[src/design/markup_to_html_stream_macros.svh]
// ============================================================================
// Markup-to-HTML stream assertion macros
// Shared concurrent assertion wrappers, clocked on clk and disabled in reset.
// ============================================================================
`ifndef MARKUP_TO_HTML_STREAM_MACROS_SVH
`define MARKUP_TO_HTML_STREAM_MACROS_SVH

// Checks a property on every rising edge of clk outside of reset.
`define M2H_ASSERT(lbl, prop, msg) \
    lbl: assert property (@(posedge clk) disable iff (!rst_n) prop) else $error(msg);

// Checks that a condition never holds outside of reset.
`define M2H_ASSERT_NEVER(lbl, cond, msg) \
    lbl: assert property (@(posedge clk) disable iff (!rst_n) !(cond)) else $error(msg);

`endif

[src/design/m2h_pkg.sv]
// ============================================================================
// Markup-to-HTML package
// Shared types, character codes, error codes and tag tables.
// ============================================================================
`timescale 1ns / 1ps

package m2h_pkg;

    // Style stack geometry.
    localparam int STACK_DEPTH = 4;
    localparam int STACK_CNT_W = $clog2(STACK_DEPTH + 1);
    localparam int STACK_IDX_W = (STACK_DEPTH > 1) ? $clog2(STACK_DEPTH) : 1;

    // Expansion buffer geometry: the longest expansion is a closing code tag
    // followed by a newline.
    localparam int MAX_RESULTS = 8;
    localparam int EXP_LEN_W   = $clog2(MAX_RESULTS + 1);
    localparam int EXP_DATA_W  = 8 * MAX_RESULTS;

    // Error codes carried on the result side.
    localparam logic [1:0] ERR_NONE     = 2'd0;
    localparam logic [1:0] ERR_ORDER    = 2'd1;
    localparam logic [1:0] ERR_OVERFLOW = 2'd2;

    // Input characters with a special meaning.
    localparam logic [7:0] CHAR_BOLD      = 8'h23; // '#'
    localparam logic [7:0] CHAR_ITALIC    = 8'h7E; // '~'
    localparam logic [7:0] CHAR_UNDERLINE = 8'h5F; // '_'
    localparam logic [7:0] CHAR_CODE      = 8'h60; // backtick
    localparam logic [7:0] CHAR_QUOTE     = 8'h22; // '"'
    localparam logic [7:0] CHAR_AMP       = 8'h26; // '&'
    localparam logic [7:0] CHAR_APOS      = 8'h27; // '\''
    localparam logic [7:0] CHAR_LT        = 8'h3C; // '<'
    localparam logic [7:0] CHAR_GT        = 8'h3E; // '>'
    localparam logic [7:0] CHAR_NEWLINE   = 8'h0A;

    typedef enum logic [1:0] {
        STYLE_BOLD      = 2'd0,
        STYLE_ITALIC    = 2'd1,
        STYLE_UNDERLINE = 2'd2,
        STYLE_CODE      = 2'd3
    } style_t;

    // One expansion: bytes with the first one in the low byte, the number of
    // bytes, and the error code (nonzero only for a one-byte error result).
    typedef struct packed {
        logic [EXP_DATA_W-1:0] data;
        logic [EXP_LEN_W-1:0]  len;
        logic [1:0]            err;
    } exp_t;

    // Text of an open or close tag, first character in the low byte.
    function automatic logic [EXP_DATA_W-1:0] tag_text(style_t s, logic closing);
        logic [EXP_DATA_W-1:0] t;
        t = '0;
        unique case ({closing, s})
            {1'b0, STYLE_BOLD}:      t = EXP_DATA_W'({">", "b", "<"});
            {1'b0, STYLE_ITALIC}:    t = EXP_DATA_W'({">", "i", "<"});
            {1'b0, STYLE_UNDERLINE}: t = EXP_DATA_W'({">", "u", "<"});
            {1'b0, STYLE_CODE}:      t = EXP_DATA_W'({">", "e", "d", "o", "c", "<"});
            {1'b1, STYLE_BOLD}:      t = EXP_DATA_W'({">", "b", "/", "<"});
            {1'b1, STYLE_ITALIC}:    t = EXP_DATA_W'({">", "i", "/", "<"});
            {1'b1, STYLE_UNDERLINE}: t = EXP_DATA_W'({">", "u", "/", "<"});
            {1'b1, STYLE_CODE}:      t = EXP_DATA_W'({">", "e", "d", "o", "c", "/", "<"});
            default:                 t = '0;
        endcase
        return t;
    endfunction

    // Number of characters in the tag above.
    function automatic logic [EXP_LEN_W-1:0] tag_len(style_t s, logic closing);
        logic [EXP_LEN_W-1:0] n;
        if (s == STYLE_CODE)
            n = EXP_LEN_W'(6);
        else
            n = EXP_LEN_W'(3);
        if (closing)
            n = n + EXP_LEN_W'(1);
        return n;
    endfunction

endpackage

[src/design/m2h_style_ctrl.sv]
// ============================================================================
// Markup-to-HTML style controller
// Holds the open-style stack and turns one registered byte into its expansion.
// ============================================================================
`timescale 1ns / 1ps
`include "markup_to_html_stream_macros.svh"

module m2h_style_ctrl
(
    input  logic              clk,
    input  logic              rst_n,
    input  logic              fire,       // the registered byte moves on this cycle
    input  logic [7:0]        char_in,
    input  logic              newline_after_tag,
    output m2h_pkg::exp_t     expansion
);

    localparam int CNT_W = m2h_pkg::STACK_CNT_W;
    localparam int IDX_W = m2h_pkg::STACK_IDX_W;
    localparam int LEN_W = m2h_pkg::EXP_LEN_W;
    localparam int DAT_W = m2h_pkg::EXP_DATA_W;

    // The stack entries are payload: an entry is only read after a push.
    m2h_pkg::style_t stack_mem [m2h_pkg::STACK_DEPTH];

    logic [CNT_W-1:0] cnt_reg,    cnt_next;
    logic [3:0]       flags_reg,  flags_next;
    logic             halted_reg, halted_next;

    logic             is_mark;
    m2h_pkg::style_t  mark_style;
    logic [CNT_W-1:0] cnt_m1;
    m2h_pkg::style_t  top_style;
    logic             push;
    logic             is_tag;
    logic             tag_close;
    logic [5:0]       nl_shift;

    assign cnt_m1    = cnt_reg - CNT_W'(1);
    assign top_style = stack_mem[cnt_m1[IDX_W-1:0]];

    always_comb
    begin
        is_mark    = 1'b1;
        mark_style = m2h_pkg::STYLE_BOLD;
        unique case (char_in)
            m2h_pkg::CHAR_BOLD:      mark_style = m2h_pkg::STYLE_BOLD;
            m2h_pkg::CHAR_ITALIC:    mark_style = m2h_pkg::STYLE_ITALIC;
            m2h_pkg::CHAR_UNDERLINE: mark_style = m2h_pkg::STYLE_UNDERLINE;
            m2h_pkg::CHAR_CODE:      mark_style = m2h_pkg::STYLE_CODE;
            default:                 is_mark    = 1'b0;
        endcase
    end

    // Decision for the current byte: state update and the bytes it causes.
    always_comb
    begin
        cnt_next       = cnt_reg;
        flags_next     = flags_reg;
        halted_next    = halted_reg;
        push           = 1'b0;
        is_tag         = 1'b0;
        tag_close      = 1'b0;
        nl_shift       = '0;
        expansion.data = '0;
        expansion.len  = '0;
        expansion.err  = m2h_pkg::ERR_NONE;

        if (halted_reg) begin
            expansion.len = '0;
        end else if (is_mark) begin
            if (flags_reg[m2h_pkg::STYLE_CODE] && mark_style != m2h_pkg::STYLE_CODE) begin
                expansion.len = '0;
            end else if (cnt_reg >= CNT_W'(m2h_pkg::STACK_DEPTH)) begin
                expansion.len = LEN_W'(1);
                expansion.err = m2h_pkg::ERR_OVERFLOW;
                halted_next   = 1'b1;
            end else if (cnt_reg != '0 && top_style == mark_style) begin
                cnt_next               = cnt_m1;
                flags_next[mark_style] = 1'b0;
                is_tag                 = 1'b1;
                tag_close              = 1'b1;
            end else if (flags_reg[mark_style]) begin
                expansion.len = LEN_W'(1);
                expansion.err = m2h_pkg::ERR_ORDER;
                halted_next   = 1'b1;
            end else begin
                cnt_next               = cnt_reg + CNT_W'(1);
                flags_next[mark_style] = 1'b1;
                push                   = 1'b1;
                is_tag                 = 1'b1;
            end
        end else begin
            case (char_in)
                m2h_pkg::CHAR_QUOTE:
                begin
                    expansion.data = DAT_W'({";", "t", "o", "u", "q", "&"});
                    expansion.len  = LEN_W'(6);
                end
                m2h_pkg::CHAR_AMP:
                begin
                    expansion.data = DAT_W'({";", "p", "m", "a", "&"});
                    expansion.len  = LEN_W'(5);
                end
                m2h_pkg::CHAR_APOS:
                begin
                    expansion.data = DAT_W'({";", "s", "o", "p", "a", "&"});
                    expansion.len  = LEN_W'(6);
                end
                m2h_pkg::CHAR_LT:
                begin
                    expansion.data = DAT_W'({";", "t", "l", "&"});
                    expansion.len  = LEN_W'(4);
                end
                m2h_pkg::CHAR_GT:
                begin
                    expansion.data = DAT_W'({";", "t", "g", "&"});
                    expansion.len  = LEN_W'(4);
                end
                default:
                begin
                    expansion.data = DAT_W'(char_in);
                    expansion.len  = LEN_W'(1);
                end
            endcase
        end

        if (is_tag) begin
            expansion.data = m2h_pkg::tag_text(mark_style, tag_close);
            expansion.len  = m2h_pkg::tag_len(mark_style, tag_close);
            if (newline_after_tag) begin
                nl_shift = {expansion.len[2:0], 3'b000};
                expansion.data[nl_shift +: 8] = m2h_pkg::CHAR_NEWLINE;
                expansion.len = expansion.len + LEN_W'(1);
            end
        end
    end

    always_ff @(posedge clk or negedge rst_n)
    begin
        if (!rst_n) begin
            cnt_reg    <= '0;
            flags_reg  <= '0;
            halted_reg <= 1'b0;
        end else if (fire) begin
            cnt_reg    <= cnt_next;
            flags_reg  <= flags_next;
            halted_reg <= halted_next;
        end
    end

    always_ff @(posedge clk)
    begin
        if (fire && push)
            stack_mem[cnt_reg[IDX_W-1:0]] <= mark_style;
    end

    `M2H_ASSERT_NEVER(a_cnt_in_range, cnt_reg > CNT_W'(m2h_pkg::STACK_DEPTH),
        "style stack count beyond depth")
    `M2H_ASSERT(a_flags_match_cnt, ($countones(flags_reg) == int'(cnt_reg)),
        "open-style flags disagree with stack count")
    `M2H_ASSERT(a_halt_sticky, halted_reg |=> halted_reg,
        "halted flag cleared without reset")

endmodule

[src/design/m2h_out_buf.sv]
// ============================================================================
// Markup-to-HTML output buffer
// Holds one expansion and sends it out one byte per transaction.
// ============================================================================
`timescale 1ns / 1ps
`include "markup_to_html_stream_macros.svh"

module m2h_out_buf
(
    input  logic          clk,
    input  logic          rst_n,
    input  logic          load,       // take a new expansion this cycle
    input  m2h_pkg::exp_t expansion,
    output logic          can_load,   // buffer is empty or drains its last byte now
    output logic          m_tvalid,
    input  logic          m_tready,
    output logic [7:0]    m_tdata,    // out_byte
    output logic          m_tlast,    // last_of_run
    output logic [1:0]    m_tuser     // error_code
);

    localparam int LEN_W = m2h_pkg::EXP_LEN_W;
    localparam int DAT_W = m2h_pkg::EXP_DATA_W;

    logic [DAT_W-1:0] data_reg;
    logic [LEN_W-1:0] cnt_reg;
    logic [1:0]       err_reg;
    logic             send;

    assign m_tvalid = (cnt_reg != '0);
    assign m_tlast  = (cnt_reg == LEN_W'(1));
    assign m_tdata  = data_reg[7:0];
    assign m_tuser  = err_reg;
    assign send     = m_tvalid && m_tready;
    assign can_load = !m_tvalid || (send && m_tlast);

    always_ff @(posedge clk or negedge rst_n)
    begin
        if (!rst_n) begin
            cnt_reg <= '0;
        end else if (load) begin
            cnt_reg <= expansion.len;
        end else if (send) begin
            cnt_reg <= cnt_reg - LEN_W'(1);
        end
    end

    always_ff @(posedge clk)
    begin
        if (load) begin
            data_reg <= expansion.data;
            err_reg  <= expansion.err;
        end else if (send) begin
            data_reg <= data_reg >> 8;
        end
    end

    `M2H_ASSERT_NEVER(a_cnt_bound, cnt_reg > LEN_W'(m2h_pkg::MAX_RESULTS),
        "output buffer holds more bytes than an expansion can have")
    `M2H_ASSERT(a_err_single, (m_tvalid && err_reg != m2h_pkg::ERR_NONE) |-> (m_tlast && m_tdata == 8'h00),
        "error result is not a single zero byte")
    `M2H_ASSERT_NEVER(a_load_busy, load && !can_load,
        "expansion loaded over bytes not yet sent")

endmodule

[src/design/markup_to_html_stream.sv]
// ============================================================================
// Markup-to-HTML stream converter
// Turns a text byte stream with style marks into an HTML byte stream.
// ============================================================================
`timescale 1ns / 1ps

// Each accepted byte on the slave side is held in an input register,
// decoded against the open-style stack and loaded as a whole expansion
// of zero to eight bytes into the output buffer, which then sends one byte per
// master-side transaction, with tlast on the last byte caused by that input.
// The output buffer is the rate limit: a byte holds the buffer until all of
// its results are sent (one for a plain byte, four to six for an entity, three
// to eight for a tag), and a byte that causes nothing (a mark swallowed inside
// code, or any byte after an error) does not hold it. The input side therefore
// runs at one transaction per cycle on plain text while the master side is
// ready. The marks '#', '~', '_' and backtick toggle bold, italic, underline
// and code. An order or overflow error gives one zero byte with the error
// code in tuser and tlast set, after which all input is accepted and dropped
// until reset. The newline_after_tag register (reset value 1) is written
// through the cfg channel, which is always ready; write it only while the
// block is idle.
module markup_to_html_stream
(
    input  logic       clk,
    input  logic       rst_n,

    // Configuration write channel: bit 0 is newline_after_tag.
    input  logic       cfg_valid,
    output logic       cfg_ready,
    input  logic       cfg_data,

    // Source text bytes.
    input  logic       s_tvalid,
    output logic       s_tready,
    input  logic [7:0] s_tdata,    // char_in

    // HTML bytes.
    output logic       m_tvalid,
    input  logic       m_tready,
    output logic [7:0] m_tdata,    // out_byte
    output logic       m_tlast,    // last_of_run
    output logic [1:0] m_tuser     // error_code
);

    logic          nl_reg;
    logic          in_valid_reg;
    logic [7:0]    in_char_reg;
    logic          can_load;
    logic          fire;
    m2h_pkg::exp_t expansion;

    // The configuration register is written on any valid beat, so the
    // channel never stalls.
    assign cfg_ready = 1'b1;

    always_ff @(posedge clk or negedge rst_n)
    begin
        if (!rst_n)
            nl_reg <= 1'b1;
        else if (cfg_valid && cfg_ready)
            nl_reg <= cfg_data;
    end

    // The held byte is decoded and moves into the output buffer as soon as
    // the buffer is empty or is sending its last byte in this cycle.
    assign fire     = in_valid_reg && can_load;
    assign s_tready = !in_valid_reg || fire;

    always_ff @(posedge clk or negedge rst_n)
    begin
        if (!rst_n)
            in_valid_reg <= 1'b0;
        else if (s_tready)
            in_valid_reg <= s_tvalid;
    end

    always_ff @(posedge clk)
    begin
        if (s_tvalid && s_tready)
            in_char_reg <= s_tdata;
    end

    m2h_style_ctrl u_style_ctrl
    (
        .clk               (clk),
        .rst_n             (rst_n),
        .fire              (fire),
        .char_in           (in_char_reg),
        .newline_after_tag (nl_reg),
        .expansion         (expansion)
    );

    m2h_out_buf u_out_buf
    (
        .clk       (clk),
        .rst_n     (rst_n),
        .load      (fire),
        .expansion (expansion),
        .can_load  (can_load),
        .m_tvalid  (m_tvalid),
        .m_tready  (m_tready),
        .m_tdata   (m_tdata),
        .m_tlast   (m_tlast),
        .m_tuser   (m_tuser)
    );

endmodule

[config.mk]
export PLATFORM = sky130hd
export DESIGN_NAME = markup_to_html_stream
export DESIGN_NICKNAME = d
export VERILOG_FILES = /design/src/design/m2h_pkg.sv /design/src/design/m2h_style_ctrl.sv /design/src/design/m2h_out_buf.sv /design/src/design/markup_to_html_stream.sv
export VERILOG_INCLUDE_DIRS = /design/src /design/src/design
export SDC_FILE = /design/constraint.sdc
export NUM_CORES = 1
export LEC_CHECK = 0
export ABC_AREA = 1
export BUFFER_PORTS_ARGS = -buffer_cell sky130_fd_sc_hd__buf_4
export CAP_MARGIN = 40
export CORE_UTILIZATION = 40
export CTS_CLUSTER_SIZE = 14
export DETAILED_ROUTE_END_ITERATION = 7
export PLACE_DENSITY = 0.62
export SYNTH_ARGS = -nofsm -noshare
export SYNTH_HDL_FRONTEND = slang
export SYNTH_HIERARCHICAL = 1
export SYNTH_SLANG_ARGS = --single-unit
[constraint.sdc]
create_clock -name clk -period 3.9 [get_ports clk]
set_clock_uncertainty 0.1 [all_clocks]
set_input_delay 0.195 -clock clk [delete_from_list [all_inputs] [get_ports clk]]
set_output_delay 0.195 -clock clk [all_outputs]
set_load 0.01 [all_outputs]
==> results of run 1 <==
-- cells by family after synthesis --
family,after synthesis
other,2
adders and majority gates,18
and+or+nand+nor,422
xor gates and xnor gates,1
buffers and inverters,122
AOI/OAI and AO/OA,31
DFF,96
-- per-layer routing --
| layer | global-route usage (%) | vias up |
|---|---|---|
| met5 | 0 | - |
| met4 | 8.80 | 0 |
| li1 | - | 2167 |
| met3 | 2.87 | 17 |
| met2 | 30.8 | 87 |
| met1 | 23.6 | 1979 |
-- worst max-delay path by stage --
| stage | from | end | slack, ps | cells after the start |
|---|---|---|---|---|
| 4_1_cts | in_char_reg[4]$_DFFE_PP_ | u_out_buf/data_reg[5]$_DFFE_PP_ | 250 | 20 |
| 6_report | in_char_reg[2]$_DFFE_PP_ | u_out_buf/data_reg[5]$_DFFE_PP_ | 350 | 20 |
| 2_1_floorplan | in_char_reg[1]$_DFFE_PP_ | u_out_buf/data_reg[19]$_DFFE_PP_ | 560 | 21 |
| 3_3_place_gp | in_char_reg[4]$_DFFE_PP_ | u_out_buf/data_reg[19]$_DFFE_PP_ | 400 | 21 |
| 3_5_place_dp | in_char_reg[4]$_DFFE_PP_ | u_out_buf/data_reg[5]$_DFFE_PP_ | 270 | 20 |
| 5_1_grt | in_char_reg[2]$_DFFE_PP_ | u_out_buf/data_reg[5]$_DFFE_PP_ | 10 | 20 |
-- synthesized netlist by cell type --
| cell | instances | area (µm²) |
|---|---|---|
| xor2_1 | 1 | 8.76 |
| nand4_1 | 2 | 12.5 |
| nor3_4 | 1 | 16.3 |
| nand2_1 | 303 | 1140 |
| nor2_8 | 1 | 20.0 |
| nor2_4 | 2 | 22.5 |
| conb_1 | 2 | 7.51 |
| clkbuf_1 | 1 | 3.75 |
| inv_4 | 1 | 6.26 |
| nand2_2 | 8 | 50.1 |
| nand3_1 | 40 | 200 |
| edfxtp_1 | 82 | 2460 |
| inv_1 | 70 | 263 |
| o21ai_0 | 18 | 90.1 |
| nor3_1 | 5 | 25.0 |
| buf_4 | 35 | 263 |
| a21oi_1 | 6 | 30.0 |
| nor2_2 | 4 | 25.0 |
| nor4_1 | 1 | 6.26 |
| dfrtp_1 | 13 | 325 |
| ha_1 | 18 | 225 |
| nand2_8 | 1 | 20.0 |
| buf_2 | 11 | 55.1 |
| o221ai_1 | 2 | 17.5 |
| o21bai_1 | 1 | 7.51 |
| o211ai_1 | 2 | 15.0 |
| buf_6 | 4 | 45.0 |
| nand3b_1 | 2 | 15.0 |
| and2_0 | 1 | 6.26 |
| nor2_1 | 44 | 165 |
| o21ai_1 | 2 | 10.0 |
| or3_1 | 1 | 6.26 |
| dfstp_2 | 1 | 26.3 |
| nand2_4 | 6 | 67.6 |
-- worst max-delay path: stages, from the launching register on --
cell and delay [ps]:
edfxtp_1 460, inv_1 160, nand2_1 110, nor2_2 130, nand2_4 120, nand2_4 160, ha_1 200, nor2_1 50
inv_1 80, nand2_1 100, nor3_4 210, nand2_4 180, clkinvlp_4 180, ha_1 200, inv_1 50, nor3_1 220
nand4_1 180, nand3_1 160, o21ai_0 110, nand2_1 80, nand2_1 70
-- through the flow --
stage / hold slack [ps] / util (%) / cells / worst slack, ps
global placement: -23.6 / 41.8 / 863 / 396
detailed placement: -22.5 / 42.0 / 864 / 271
global route: 81.0 / 45.0 / 894 / 14.9
finish: 68.3 / 45.0 / 894 / 350
floorplan: -201 / - / 705 / 555
CTS: 52.9 / 44.8 / 892 / 254
-- power groups by stage --
stage / registers, mW / logic, mW / clock network [mW]
2_1_floorplan: 1.92 / 1.14 / 0
3_3_place_gp: 1.96 / 1.37 / 0
3_5_place_dp: 1.96 / 1.46 / 0
4_1_cts: 1.94 / 1.47 / 0.846
5_1_grt: 1.98 / 1.66 / 0.877
6_report: 1.93 / 1.45 / 0.815
-- cell type report --
type | count | area, µm² | area share [%]
inverters | 71 | 273 | 4.39
clock inverters | 7 | 46.3 | 0.744
repair buffers | 44 | 380 | 6.12
clock buffers | 9 | 225 | 3.62
well taps | 180 | 225 | 3.62
multi-input cells | 487 | 2260 | 36.3
flip-flops and latches | 96 | 2810 | 45.2
-- what timing repair did --
item | 4_1_cts | 5_1_grt
hold endpoints to repair | 24 | 0
setup endpoints to repair | 0 | 7
gates resized for setup | 0 | 1
hold buffers | 12 | 0
buffers inserted | 0 | 2
==> run metrics, run 1 <==
number of flip-flops in the largest register=64; final slew viol count=0; Routed Wire Length=between 10 and 15 mm; Final ANT Viol Nets=0; Synth Area in XOR/XNOR=0.155%; CTS root buf=clkbuf_16; Worst-Skew Late Latency=350 ps; R2R cell count=20; largest net degree at the start of global routing=just over 70; post-DR vias/cell=about 4.8; Comb pwr share=between 30% and 40%; largest family of logic cells by synthesized area=simple AND/OR/NAND/NOR gates; leakage power=3.06 nW; P&R area growth vs syn=9.95%; Internal Power=~2.7 mW; yosys warns=6; Hold Crit Class=in2reg; RR Startpoint=in_char_reg[2]$_DFFE_PP_; hold path depth=4; Post-Syn Area per Cell=8.17 µm²; number of global-route vias before repair=3989; nets=741; H-tree lvl count=3; Worst-Margin Slew=783 ps; Fmax=282 MHz; Slew HR=a little under half; hold_sp=m_tready; die area=14600 µm²; status=finished, final reports clean; worst vdd ir=0.000473 V; Setup TNS=0 ps; Pwr Total=4.19 mW; leading cell type in the layout, fill and taps excluded=nand2_1; switching pwr=1.53 mW; drt drc=0; Adder-Cell Fraction of Synth Area=about 4%; CP Data Required Time=3910 ps; final estimated routing congestion in global placement=0.939; post-synthesis sequential area ratio=49.7%; crit-path max FO=12; # rows=43; Final setup viols=0; Worst setup EP type=register; synth unique cells=34; kind of critical path=reg2reg; Clock Sink Count=96; Power Dens Cells=674 nW/µm²; Switching Fraction=36.4%; Clock power frac=19.4%; first-pass GRT wire length=20.3 mm; Compound-Gate Fraction of Synth Area=3.01%; FILL cells=1366; Starting Density=40.9%; Inserted Diodes=0; post-route cell area=around 6200 µm²; Routed wire per std cell=13.8 µm; initial antenna violation count=0; max cap viols=0; wl on met1=5.75 mm; TritonCTS clock tree=yes; core area=13800 µm²; IO buf count=26; Sequential Power Share=46.0%; Final min period=3550 ps; Top Metal Used=met4; die height=121 µm; DRT iter0 DRCs=290; synthesized area=5660 µm²; GRT Util Overall=18.5%; Seq cells post-synth=96; commonest cells after routing, fill and taps aside=nand2_1 (303), edfxtp_1 (82), inv_1 (68); CP startpoint kind=register; cts bufs inserted=9; post-synthesis mux area share=0%; DR WL met2=5.93 mm; met3 WL post-DR=428 µm; dpl cell area=5810 µm²; post-synthesis simple-gate area fraction=31.7%; reg-to-reg endpoint=u_out_buf/data_reg[5]$_DFFE_PP_; WHS Endpoint=u_out_buf/cnt_reg[0]$_DFFE_PN0P_; CTS Buffer Depth=2; DRT Pass-1 Iters=5; RSZ-0062 raised after global routing=no; Tcrit/Tclk final=91.0%; routed vias=about 4300; Fin. Hold Viols=0; arrival time at the worst endpoint=3560 ps; Mapped Cells=692; I/O Pins=28; die width=121 µm; share of cells above drive strength 1=10.2%; HPWL after DPL=between 8 and 9 mm; FF-to-FF setup slack=350 ps; grt ovf=0; clock transition at the registers of the reported paths=70 ps
Note: power is estimated with default switching activity, not from simulation.
==> run 2, diff against run 1 <==
--- a/config.mk
+++ b/config.mk
@@ -15,5 +15,4 @@
 export PLACE_DENSITY = 0.62
 export SYNTH_ARGS = -nofsm -noshare
 export SYNTH_HDL_FRONTEND = slang
-export SYNTH_HIERARCHICAL = 1
 export SYNTH_SLANG_ARGS = --single-unit
==> run metrics, run 2 <==
final estimated routing congestion in global placement=0.925 (-1.5%); kind of critical path=reg2reg; Clock power frac=24.9% (+5.5 points); commonest cells after routing, fill and taps aside=nand2_1 (139), edfxtp_1 (69), inv_1 (66); Power Dens Cells=607 nW/µm² (-9.9%); yosys warns=0 (-6); Post-Syn Area per Cell=8.85 µm² (+8.3%); syn nets=556; most frequent cell after synthesis=nand2_1; die area=12000 µm² (-18%); Worst setup EP type=register; largest net degree at the start of global routing=54 (-25%); RR Startpoint=u_style_ctrl.cnt_reg[0]$_DFFE_PN0P_; first-pass GRT wire length=17.1 mm (-16%); dpl ws=366 ps (+95.5 ps); FF+latch area=2420 µm² (-14%); Comb pwr share=28.8% (-5.7 points); die width=110 µm (-9.4%); CP Data Required Time=3880 ps (-30 ps); Critical-path top delay cell=dfrtp_1; Fin. Hold Viols=0 (unchanged); post-route cell area=5340 µm² (-14%); core area=11100 µm² (-20%); Routed wire per std cell=14.9 µm (+7.4%); Stages on worst setup path=16 (-20%); routed vias=3540 (-17%); Final WS setup=401 ps (+51.1 ps); TritonCTS clock tree=yes; Final ANT Viol Nets=0 (unchanged); ys flop type=edfxtp_1; ranking of synthesized cells by area=edfxtp_1 (45%), nand2_1 (11%), dfrtp_1 (7.0%); cts bufs inserted=9 (unchanged); initial antenna violation count=0 (unchanged); GRT Util Overall=19.4% (+0.86 points); worst path cell trace=inv_1 -> ha_1 -> inv_1 -> nand3_1 -> nand2_1 -> nand3_1 -> nand2_2 -> nand2_1 -> nor2_2 -> nand2_1 -> ha_1 -> nor3_1 -> nand2_1 -> nand3_1 -> o21ai_0 -> nand2_1; hold_ws=154 ps (+85.7 ps); WP buf/inv=2 (-2); synth unique cells=39 (+15%); H-tree lvl count=3 (unchanged); Setup crit end=u_out_buf.data_reg[9]$_DFFE_PP_; DRT iter0 DRCs=318 (+9.7%); DRT Pass-1 Iters=5 (unchanged); Tcrit/Tclk final=89.7% (-1.3 points); nets=591 (-20%); CP startpoint kind=register; leakage power=2.41 nW (-21%); Fmax=286 MHz (+1.5%); Starting Density=41.8% (+0.89 points); crit-path leading delay family=simple AND/OR/NAND/NOR gates; Routed Wire Length=10.4 mm (-16%); Finished Layout Cells=701 (-22%); max cap viols=0 (unchanged); Setup TNS=0 ps (unchanged); Critical path origin=u_style_ctrl.cnt_reg[0]$_DFFE_PN0P_; Inst Count DP=675 (-22%); grt ovf=0 (unchanged); top post-synthesis cells by count=nand2_1 (139), edfxtp_1 (69), inv_1 (66); FF-to-FF setup slack=400 ps (+50 ps); # rows=38 (-12%); fin util=48.2% (+3.2 points); synthesized area=4630 µm² (-18%); switching pwr=1.01 mW (-34%); dpl cell area=4940 µm² (-15%); number of global-route vias before repair=3362 (-16%); FILL cells=1073 (-21%); share of cells above drive strength 1=14.4% (+4.2 points); area of the multi-input gates=1840 µm² (-19%); reg-to-reg endpoint=u_out_buf.data_reg[9]$_DFFE_PP_; worst vdd ir=0.000375 V (-21%); post-synthesis sequential area ratio=52.3% (+2.6 points); I/O Pins=28 (unchanged); top cell type's share of synthesized area=44.7% (+1.2 points); Post-synth EDFFs=69 (-16%); CTS Buffer Depth=2 (unchanged); Worst-Skew Late Latency=340 ps (about the same); Clock Sink Count=83 (-14%); FFs w/ async S/R, synth=16.9% (+2.3 points); arrival time at the worst endpoint=3470 ps (-90 ps); final slew viol count=0 (unchanged); Worst-Margin Slew=727 ps (-55.7 ps); CTS root buf=clkbuf_16; R2R cell count=16 (-20%); crit-path max FO=8 (-4); status=finished, final reports clean; clock transition at the registers of the reported paths=60 ps (about the same); RSZ-0062 raised after global routing=no; Slew HR=51.5% (+3.7 points); Final min period=3500 ps (-51.1 ps); CP dominant cell by count=nand2_1; Pwr Total=3.24 mW (-23%); die height=110 µm (-9.4%); Final setup viols=0 (unchanged); CP peak stage delay=440 ps (-20 ps); Internal Power=2.23 mW (-16%); Seq cells post-synth=83 (-14%); number of flip-flops in the largest register=51 (-20%); HPWL after DPL=7.64 mm (-11%); Inserted Diodes=0 (unchanged); P&R area growth vs syn=15.2%; Hold Crit Class=in2async; post-DR vias/cell=5.05 (+6.2%); Post-CTS Setup Inserts=0 (unchanged); Mapped Cells=523 (-24%); IO buf count=26 (unchanged); Sequential Power Share=46.3% (+0.3 points); area leader, netlist=edfxtp_1; Switching Fraction=31.2% (-5.2 points); drt drc=0 (unchanged); leading cell type in the layout, fill and taps excluded=nand2_1
-- run 2: changes by cell type after synthesis, moves of 5 or more --
cell      delta
edfxtp_1    -13
a21oi_1     +13
inv_2        +5
clkbuf_1     +6
nand2_1    -164
nor2_1      +11
buf_4       -26
buf_2        -9
nand3_1     -10
-- run 2: final cells by class --
class                      count  area share [%]
inverter                      71            5.00
clock inverter                 4           0.821
sequential                    83            45.4
multi-input combinational    349            34.4
clock buffer                  10            4.29
timing repair buffer          44            6.75
tap                          140            3.28
-- run 2: worst reg2reg max path, delay by kind of cell, from the launching register on --
kind | cells | cell delay, ps
AOI/OAI and AO/OA | 1 | 290
adders and majority gates | 2 | 770
buffers and inverters | 2 | 300
DFF | 1 | 440
and+or+nand+nor | 11 | 1340
-- run 2: power by group through the flow --
stage	sequential, mW	clock [mW]	combinational [mW]
after detailed placement	1.52	0	0.930
final	1.50	0.808	0.934
after floorplan	1.50	0	0.688
after global placement	1.51	0	0.915
after CTS	1.50	0.826	0.943
after global routing	1.53	0.853	1.06
-- run 2: worst min-delay path by stage --
stage | to | slack (ps)
detailed placement | u_out_buf.cnt_reg[3]$_DFFE_PN0P_ | -30
CTS | u_out_buf.cnt_reg[3]$_DFFE_PN0P_ | 150
global route | u_out_buf.cnt_reg[3]$_DFFE_PN0P_ | 170
finish | u_out_buf.cnt_reg[2]$_DFFE_PN0P_ | 150
floorplan | in_valid_reg$_DFFE_PN0N_ | -200
global placement | u_out_buf.cnt_reg[1]$_DFFE_PN0P_ | -40
-- run 2: routing by layer --
layer	track usage, %	routed length (µm)	vias up	share of wire, %
met5	0	0	-	0
met2	29.6	4700	107	45
met3	4.39	637	18	6.1
li1	-	-	1756	-
met4	9.52	301	0	2.9
met1	25.9	4780	1659	46
-- run 2: cell families (layout without fill, tap and decap cells) --
| kind of cell | after synthesis | count (layout) | synth area share, % |
|---|---|---|---|
| and+or+nand+nor | 267 | 267 | 26.2 |
| buffers and inverters | 91 | 129 | 8.32 |
| DFF | 83 | 83 | 52.3 |
| AOI/OAI and AO/OA | 56 | 56 | 6.89 |
| adders and majority gates | 19 | 19 | 5.13 |
| xor gates and xnor gates | 5 | 5 | 0.946 |
| other | 2 | 2 | 0.162 |
-- run 2: timing repair --
action	CTS	global route
endpoints found under the hold margin	24	0
setup endpoints to repair	0	1
hold buffers	12	0
gates resized for setup	0	2
